<file path="src/sv/llpr_pkg.sv">
`timescale 1ns / 1ps

package llpr_pkg;

   localparam int unsigned IDX_W     = 8;
   localparam int unsigned LEVEL_W   = 6;
   localparam int unsigned CH_W      = 8;
   localparam int unsigned FB_W      = 9;
   localparam int unsigned KIND_W    = 2;
   localparam int unsigned SQ_W      = 2 * CH_W;
   localparam int unsigned DIST_W    = SQ_W + 2;
   localparam int unsigned PROD_W    = CH_W + LEVEL_W;
   localparam int unsigned REQ_DATA_W = 40;
   localparam int unsigned RSP_DATA_W = 8;

   localparam logic [LEVEL_W-1:0] LEVEL_FULL = 6'd63;
   localparam logic [PROD_W:0]    DIM_ROUND  = 15'd16;
   localparam int unsigned        DIM_SHIFT  = 5;
   localparam logic [CH_W-1:0]    CH_MAX     = 8'd255;
   localparam logic [FB_W-1:0]    FB_RESET   = 9'd32;

   localparam logic [KIND_W-1:0] KIND_WRITE  = 2'd0;
   localparam logic [KIND_W-1:0] KIND_LOOKUP = 2'd1;
   localparam logic [KIND_W-1:0] KIND_MATCH  = 2'd2;
   localparam logic [KIND_W-1:0] KIND_NONE   = 2'd3;

   typedef struct packed {
      logic load_req;
      logic wr_en;
      logic rd_src;
      logic load_dim;
      logic scan_step;
      logic set_direct;
      logic out_load;
   } cmd_type;

   typedef struct packed {
      logic in_range;
      logic fullbright;
      logic scan_last;
      logic pipe_busy;
   } sts_type;

endpackage

</file>
<file path="src/sv/llpr_ctrl.sv">
`timescale 1ns / 1ps

module llpr_ctrl (
   input  logic                          clock,
   input  logic                          reset,
   input  logic                          req_tvalid,
   output logic                          req_tready,
   input  logic [llpr_pkg::KIND_W-1:0]   req_kind,
   output logic                          rsp_tvalid,
   input  logic                          rsp_tready,
   input  llpr_pkg::sts_type             sts,
   output llpr_pkg::cmd_type             cmd
);

   import llpr_pkg::*;

   typedef enum logic [5:0] {
      ST_IDLE   = 6'b000001,
      ST_FETCH  = 6'b000010,
      ST_DIM    = 6'b000100,
      ST_SCAN   = 6'b001000,
      ST_DRAIN  = 6'b010000,
      ST_FINISH = 6'b100000
   } state_type;

   state_type state_ff, state_in;
   logic      rsp_valid_ff, rsp_valid_in;
   logic      accept;
   logic      out_free;

   assign req_tready = (state_ff == ST_IDLE);
   assign accept     = req_tvalid & req_tready;
   assign out_free   = !rsp_valid_ff || rsp_tready;

   always_comb begin
      cmd      = '0;
      state_in = state_ff;
      unique case (state_ff)
         ST_IDLE: begin
            if (accept) begin
               cmd.load_req = 1'b1;
               unique case (req_kind)
                  KIND_WRITE: begin
                     cmd.wr_en = sts.in_range;
                  end
                  KIND_LOOKUP: begin
                     if (sts.fullbright) begin
                        cmd.set_direct = 1'b1;
                        state_in       = ST_FINISH;
                     end else begin
                        state_in = ST_FETCH;
                     end
                  end
                  KIND_MATCH: begin
                     state_in = ST_SCAN;
                  end
                  KIND_NONE: begin
                     state_in = ST_IDLE;
                  end
                  default: begin
                     state_in = ST_IDLE;
                  end
               endcase
            end
         end
         ST_FETCH: begin
            cmd.rd_src = 1'b1;
            state_in   = ST_DIM;
         end
         ST_DIM: begin
            cmd.load_dim = 1'b1;
            state_in     = ST_SCAN;
         end
         ST_SCAN: begin
            cmd.scan_step = 1'b1;
            if (sts.scan_last) begin
               state_in = ST_DRAIN;
            end
         end
         ST_DRAIN: begin
            if (!sts.pipe_busy) begin
               state_in = ST_FINISH;
            end
         end
         ST_FINISH: begin
            if (out_free) begin
               cmd.out_load = 1'b1;
               state_in     = ST_IDLE;
            end
         end
         default: begin
            state_in = ST_IDLE;
         end
      endcase

      rsp_valid_in = rsp_valid_ff;
      if (cmd.out_load) begin
         rsp_valid_in = 1'b1;
      end else if (rsp_tready) begin
         rsp_valid_in = 1'b0;
      end
   end

   always_ff @(posedge clock) begin
      if (reset) begin
         state_ff     <= ST_IDLE;
         rsp_valid_ff <= 1'b0;
      end else begin
         state_ff     <= state_in;
         rsp_valid_ff <= rsp_valid_in;
      end
   end

   assign rsp_tvalid = rsp_valid_ff;

`ifndef ASSERT_OFF
   a_no_overwrite: assert property (@(posedge clock) disable iff (reset)
      rsp_valid_ff && !rsp_tready |-> !cmd.out_load)
      else $error("A pending result word was overwritten.");

   a_finish_delivers: assert property (@(posedge clock) disable iff (reset)
      state_ff == ST_FINISH && out_free |=> state_ff == ST_IDLE && rsp_valid_ff)
      else $error("A finished search did not present its result.");

   a_idle_pipe_empty: assert property (@(posedge clock) disable iff (reset)
      sts.pipe_busy |-> state_ff == ST_SCAN || state_ff == ST_DRAIN)
      else $error("The distance pipeline ran outside a scan.");
`endif

endmodule

</file>
<file path="config.mk">
export PLATFORM = sky130hd
export DESIGN_NAME = llpr_ctrl
export DESIGN_NICKNAME = d
export VERILOG_FILES = /design/src/sv/llpr_pkg.sv /design/src/sv/llpr_ctrl.sv
export SDC_FILE = /design/constraint.sdc
export NUM_CORES = 1
export LEC_CHECK = 0
export BUFFER_PORTS_ARGS = -buffer_cell sky130_fd_sc_hd__buf_2
export CAP_MARGIN = 20
export CORE_AREA = 2 2 39 41
export CTS_BUF_LIST = sky130_fd_sc_hd__clkbuf_16
export CTS_CLUSTER_DIAMETER = 50
export CTS_CLUSTER_SIZE = 25
export DETAILED_ROUTE_END_ITERATION = 6
export DIE_AREA = 0 0 41 43
export PLACE_DENSITY_LB_ADDON = 0.25
export SYNTH_ARGS = -nofsm -noshare
export SYNTH_HDL_FRONTEND = slang
export SYNTH_SLANG_ARGS = --single-unit
</file>
<file path="constraint.sdc">
create_clock -name clock -period 4.8 [get_ports clock]
set_input_delay 0.48 -clock clock [delete_from_list [all_inputs] [get_ports clock]]
set_output_delay 0.48 -clock clock [all_outputs]
set_load 0.005 [all_outputs]
</file>
Word-level counts from Yosys, hierarchy flattened

Index checks and enable logic that the tools add are counted.

Input port bits: 10
Output and inout bits: 9
Word-level logic and storage cells: 43
Flip-flop bits (word level): 7

Reduce and logical (&&, ||, !) cells: 5
Eq/ne operators: 14
Mux-type cells: 21
Bitwise operators: 1

Operator list:

| kind                                                                  | count |
|---|---|
| 6-bit one-hot mux with 6 select lines                                 | 1 |
| 6-bit two-way mux                                                     | 5 |
| 6-bit one-hot mux with 3 select lines                                 | 1 |
| 1-bit two-way mux                                                     | 12 |
| 6-bit by 1-bit equality test with 1-bit output, second input constant | 1 |
| 6-bit by 2-bit equality test with 1-bit output, second input constant | 1 |
| 6-bit by 3-bit equality test with 1-bit output, second input constant | 1 |
| 6-bit by 4-bit equality test with 1-bit output, second input constant | 1 |
| 6-bit by 5-bit equality test with 1-bit output, second input constant | 1 |
| 6-bit equality test, second input constant                            | 1 |
| 2-bit != test, second input constant                                  | 3 |
| 5-bit AND reduction                                                   | 1 |
| 2-bit equality test, second input constant                            | 2 |
| 2-bit two-way mux                                                     | 2 |
| 4-bit by 1-bit != test with 1-bit output, second input constant       | 1 |
| 2-bit by 1-bit equality test with 1-bit output, second input constant | 1 |
| 2-bit zero test                                                       | 1 |
| 2-bit by 1-bit != test with 1-bit output, second input constant       | 1 |
| 2-bit nonzero test                                                    | 1 |
| 1-bit bitwise AND                                                     | 1 |
| 1-bit zero test                                                       | 1 |
| 1-bit logical OR                                                      | 1 |

Longest topological paths before layout

Gate-level depths: netlist (run 1).

Depth in word-level cells: 5
Depth in mapped cells: 5
Gate-level depth less buffers: 4

Worst setup path before layout (run 1)

No wires, ideal clock.

Path type: flip-flop to output port
Start: register state_ff[2]
End: output cmd[1] in the netlist's numbering
Stages on the path, launching flop included: 5
Required time: 4.320 ns
Buffers on the path: 1
Arrival time: 1.486 ns
Slack: 2.834 ns
Cells stage by stage: dfxtp_1 -> clkbuf_1 -> or4_1 -> nor3_1 -> and4_1

RTL lines:

| what                   | line             | RTL |
|---|---|---|
| from (decl)            | llpr_ctrl.sv:26  | `state_type state_ff, state_in;` |
| from (signal assigned) | llpr_ctrl.sv:109 | `state_ff <= state_in;` |
| to (decl)              | llpr_ctrl.sv:12  | `output llpr_pkg::cmd_type cmd` |

==> impl_metrics.yaml, run 1 <==
status:
  status: "complete, no violations"
global_route:
  grt_pass1_wl_um: 2130
  use_met2_pct: 25.0
  grt_use_met1_pct: 24.9
  grt_remaining_overflow: 0
  grt_max_degree: 11
  grt-busiest-layer: "met2"
  grt_usage_pct: 17.9
  grt_antenna_before_repair: 0
  grt_pass1_vias: 481
  met3_usage_pct: 6.28
setup_path:
  r2r_start: "state_ff[4]"
  path_class: "reg2out"
  max_stage_delay_ps: 570
  r2r_setup_slack_ps: 2870
  endpoint_kind: "output pin"
  required_ps: 4320
  crit_chain: "or4_1, nor3_1, and4_1, buf_2"
  cpLargestDelayFamily: "simple AND/OR/NAND/NOR gates"
  worstRegToRegCells: 4
  cp_max_fo: 9
  critPathBufInv: 1
  critical_path_arrival_ps: 1850
  regToRegEndpoint: "state_ff[0]"
  critPathSlowestCell: "or4_1"
  start_kind: "flip-flop"
clock_tree:
  clk_latency_ps: 230
  cts-resized-gates: 0
  post-cts-setup-buffers: 0
  h-tree-depth: 1
  cts.path.max_buffers: 2
  clock-sinks: 7
  root_buffer: "clkbuf_16"
  clk_pin_slew_ps: 40
  numCtsBuffers: 3
  cts_hold_buf: 0
  cts_tree: "yes"
sta:
  whs_ps: 438
  slew_headroom_pct: 59.8
  drv_slew: 0
  finalWorstSetupSlack_ps: 2470
  tightestPinTransition_ps: 597
  max_freq_ghz: 0.430
  skew_ps: 4.09
  fin_tns_setup_ps: 0
  post-route-min-period_ps: 2330
  setup_viol: 0
  rsz0062_at_grt: "false"
  hold_viol: 0
  timing.final.crit_share_pct: 48.5
floorplan:
  row_count: 14
  start_util_pct: 35.9
  dieWidth_um: 41
  floorplan.core_area_um2: 1380
  die_y_um: 43
  die-area_um2: 1760
  io_pins: 19
power:
  p_total_w: 0.000313
  p_int_w: 0.000220
  sw_frac_of_total_pct: 29.6
  power_density_nw_per_um2: 469
  p_leak_nw: 0.288
  p_seq_share_pct: 25.2
  worst_ir_drop_vdd_mv: 0.315
  combPwrFrac_pct: 30.1
  clock_power_share_pct: 44.6
  switchingPower_w: 0.0000926
routing:
  firstDrtPassIters: 4
  antenna_left: 0
  drcViolationCount: 0
  wl_um: 1310
  vias: 574
  dr.first_iter.drc_count: 12
  via_per_inst: 6.04
  post_drt_wl_per_cell_um: 13.8
place:
  dpl_cell_area_um2: 588
  portBuffers: 18
  gp_congestion: 0.732
  dp_slack_ps: 2720
  hpwl_um: 968
yosys:
  synth_seq_cells: 7
  syn-instance-count: 61
  seq_area_frac_synth_pct: 28.2
  synth.area.top_cells: "dfxtp_1 (28%), nor3b_1 (6.0%), or4_1 (4.5%), a21oi_1 (4.0%), nand3_1 (4.0%)"
  synth_warnings: 0
  synth-main-ff-cell: "dfxtp_1"
  synth_edf_count: 0
  async_flop_share_pct: 0
  syn_area_per_cell_um2: 8.14
  netlist_area_um2: 497
  synth_nets: 71
  synth_cell_type_count: 32
  synth_top_area_share_pct: 28.2
  yosysTopAreaCell: "dfxtp_1"
worst_hold_path:
  hold_depth: 2
  hold_end: "state_ff[1]"
  hp-start: "sts[2]"
  hold_path_class: "in2reg"
flow_run:
  max_cap_viol_count: 0
layout:
  layout-drive-gt1-share_pct: 31.6
  layout_common_cells: "buf_2 (18), dfxtp_1 (7), nor2_1 (5)"
  n_antenna_cell: 0
  fillers: 149
  design_area_um2: 667
  mostFrequentLayoutCell: "buf_2"
  area_growth_pct: 34.3
  nets: 90
[layout make-up]
| type | instances | area (um^2) | share of cell area (%) |
|---|---|---|---|
| Sequential cell | 7 | 140 | 21.0 |
| Clock buffer | 3 | 75.1 | 11.3 |
| Inverter | 1 | 3.75 | 0.563 |
| Tap cell | 16 | 20.0 | 3.00 |
| Clock inverter | 1 | 3.75 | 0.563 |
| Timing Repair Buffer | 18 | 90.1 | 13.5 |
| Multi-Input combinational cell | 49 | 334 | 50.1 |
[worst reg2reg max path: stages, from the launching register on]
cell and delay [ps]:
dfxtp_1 380, or4_1 600, or4b_4 530, and4_4 160, o32a_1 150
[worst max-delay path by stage]
| stage | start | end | cells past startpoint |
|---|---|---|---|
| after floorplan | state_ff[2] | cmd[1] | 4 |
| after global placement | state_ff[1] | cmd[5] | 4 |
| after detailed placement | state_ff[1] | cmd[5] | 4 |
| after CTS | state_ff[1] | cmd[5] | 4 |
| after global routing | state_ff[2] | cmd[5] | 4 |
| final | state_ff[2] | cmd[5] | 4 |
[cells in the mapped netlist (2+ instances only)]
cell type / instances
clkbuf_1: 2
nor2_1: 5
nand3_1: 4
nor4_1: 2
o32ai_1: 2
o21ai_0: 2
a21oi_1: 4
nor3b_1: 4
nand4b_1: 2
and4_1: 2
or4_1: 3
dfxtp_1: 7
nand4_1: 2
nand2b_1: 2
[stage by stage]
step	std cells	utilization, %
finish	95	48.2
floorplan	61	-
CTS	95	48.2
global placement	91	42.5
global route	95	48.2
detailed placement	91	42.5
[power by group through the flow]
| stage | combinational [W] | sequential (W) | clock [W] |
|---|---|---|---|
| 6_report | 0.0000942 | 0.0000789 | 0.000139 |
| 5_1_grt | 0.000106 | 0.0000808 | 0.000146 |
| 4_1_cts | 0.0000942 | 0.0000786 | 0.000143 |
| 3_5_place_dp | 0.0000937 | 0.0000792 | 0 |
| 3_3_place_gp | 0.0000934 | 0.0000789 | 0 |
| 2_1_floorplan | 0.0000711 | 0.0000734 | 0 |
[flip-flops by register name, summed over array words and instances (netlist names)]
register,count
rsp_tvalid,1
state_ff,6
[layer usage]
metal | wire (um) | part of all wire (%)
met5 | 0 | 0
met4 | 0 | 0
met3 | 96 | 7.3
met2 | 643 | 49
met1 | 567 | 43
[logic make-up (layout without fill, tap and decap cells)]
kind of cell,after synthesis,count (layout),share of synthesized area (%)
simple gates,37,37,50.9
compound gates,11,11,14.6
flops,7,7,28.2
buf+inv,5,23,4.53
xor+xnor,1,1,1.76
Power figures use the tool's default switching activity.
==> run 2, diff against run 1 <==
==> constraint.sdc (replaced) <==
create_clock -name clock -period 2.2 [get_ports clock]
set_input_delay 0.22 -clock clock [delete_from_list [all_inputs] [get_ports clock]]
set_output_delay 0.22 -clock clock [all_outputs]
set_load 0.005 [all_outputs]
==> run 2 against run 1 <==
Clock-buffer cell count unchanged. Sequential share of layout area down 0.61 points. Clock power up 120%. Hold slack worse by 250 ps. Cell count up 2.1%. Power up 120%. Non-clock buffer count up 2. First-iteration DRC count down 8.3%. Critical endpoint is now cmd[1]. Largest cell class unchanged. Largest power group unchanged. Highest routed layer is now met4.
==> impl_metrics.yaml, run 2 (synthesis results as in run 1) <==
status:
  status: "complete, no violations"
setup_path:
  endpoint_kind: "output pin"
  crit_path_end: "cmd[1]"
  start_kind: "flip-flop"
  r2r_start: "state_ff[0]"
  cp-startpoint: "state_ff[1]"
  worstRegToRegCells: 4
  critical_path_arrival_ps: 1810
  required_ps: 1980
  cp_max_fo: 9
  regToRegEndpoint: "state_ff[0]"
  path_class: "reg2out"
  r2r_setup_slack_ps: 270
power:
  p_leak_nw: 0.299
  worst_ir_drop_vdd_mv: 0.566
  power_density_nw_per_um2: 1010
  p_total_w: 0.000692
layout:
  layout-drive-gt1-share_pct: 34.6
  fin_util_pct: 49.6
  design_area_um2: 687
  largest_reg_flops: 6
  layout_common_cells: "buf_2 (18), dfxtp_1 (7), nor2_1 (5)"
  regMostFlops: "state_ff"
  area_growth_pct: 38.3
  nets: 92
  n_antenna_cell: 0
  mostFrequentLayoutCell: "buf_2"
  final_cells: 97
routing:
  antenna_left: 0
  drcViolationCount: 0
  dr.first_iter.drc_count: 11
  wl_um: 1390
  via_per_inst: 5.89
  firstDrtPassIters: 4
  vias: 571
  post_drt_wl_per_cell_um: 14.3
clock_tree:
  root_buffer: "clkbuf_16"
  cts-resized-gates: 0
  clk_latency_ps: 230
  cts_tree: "yes"
  cts.path.max_buffers: 2
  h-tree-depth: 1
  cts_hold_buf: 0
  clock-sinks: 7
  clk_pin_slew_ps: 40
  numCtsBuffers: 3
  post-cts-setup-buffers: 0
floorplan:
  start_util_pct: 35.9
  dieWidth_um: 41
  die-area_um2: 1760
  die_y_um: 43
  io_pins: 19
  row_count: 14
  floorplan.core_area_um2: 1380
sta:
  tightestPinTransition_ps: 703
  hold_viol: 0
  fin_tns_setup_ps: 0
  setup_viol: 0
  slew_headroom_pct: 52.7
  timing.final.crit_share_pct: 92.1
  drv_slew: 0
  skew_ps: 2.16
  max_freq_ghz: 0.494
  rsz0062_at_grt: "false"
  post-route-min-period_ps: 2030
place:
  gp_congestion: 0.824
  dpl_cell_area_um2: 603
  dp.cells: 93
  hpwl_um: 1020
  portBuffers: 18
flow_run:
  max_cap_viol_count: 0
worst_hold_path:
  hold_depth: 2
  hold_path_class: "in2reg"
global_route:
  grt_pass1_wl_um: 2280
  grt_max_degree: 10
  grt_pass1_vias: 507
  grt_usage_pct: 20.4
  grt_remaining_overflow: 0
  grt_antenna_before_repair: 0
==> run 2: changes by cell type in the layout (fill, tap and decap cells not counted), sizes merged <==
cell  before  now
buf       18   20
==> run 2: worst min path at each step <==
stage,start,endpoint
after CTS,sts[2],state_ff[1]
after floorplan,sts[2],state_ff[1]
final,sts[2],state_ff[1]
after global placement,sts[2],state_ff[1]
after detailed placement,sts[2],state_ff[1]
after global routing,sts[2],state_ff[1]
==> run 2: worst max-delay path: stages (launching register included) <==
cell and delay [ps]:
dfxtp_1 360, or4_1 600, nor3_2 270, and4_1 230, buf_2 110
==> run 2: per-stage QoR <==
| stage | hold slack [ps] | setup slack, ps |
|---|---|---|
| after floorplan | 297 | 420 |
| final | 190 | 174 |
| after CTS | 186 | 108 |
| after global placement | 424 | 296 |
| after global routing | 208 | 92.9 |
| after detailed placement | 425 | 289 |
==> run 2: layer usage <==
| metal | routed length, um | track usage, % | vias to the layer above |
|---|---|---|---|
| li1 | - | - | 283 |
| met1 | 611 | 26.4 | 268 |
| met2 | 668 | 26.6 | 18 |
| met3 | 87 | 7.85 | 2 |
| met4 | 24 | 14.0 | 0 |
| met5 | 0 | 0 | - |
==> run 2: area by class of cell <==
type / count / area (um^2)
fill: 137 / 697
multi-input combinational: 49 / 339
sequential: 7 / 140
timing repair buffer: 20 / 105
clock buffer: 3 / 75.1
tap: 16 / 20.0
clock inverter: 1 / 3.75
inverter: 1 / 3.75
==> run 2: where the power goes <==
part / total [W] / switching (W) / internal [W] / leakage [nW]
clock network: 0.000301 / 0.0000650 / 0.000236 / 0.0423
logic: 0.000224 / 0.000117 / 0.000107 / 0.200
registers: 0.000167 / 0.0000245 / 0.000142 / 0.0568
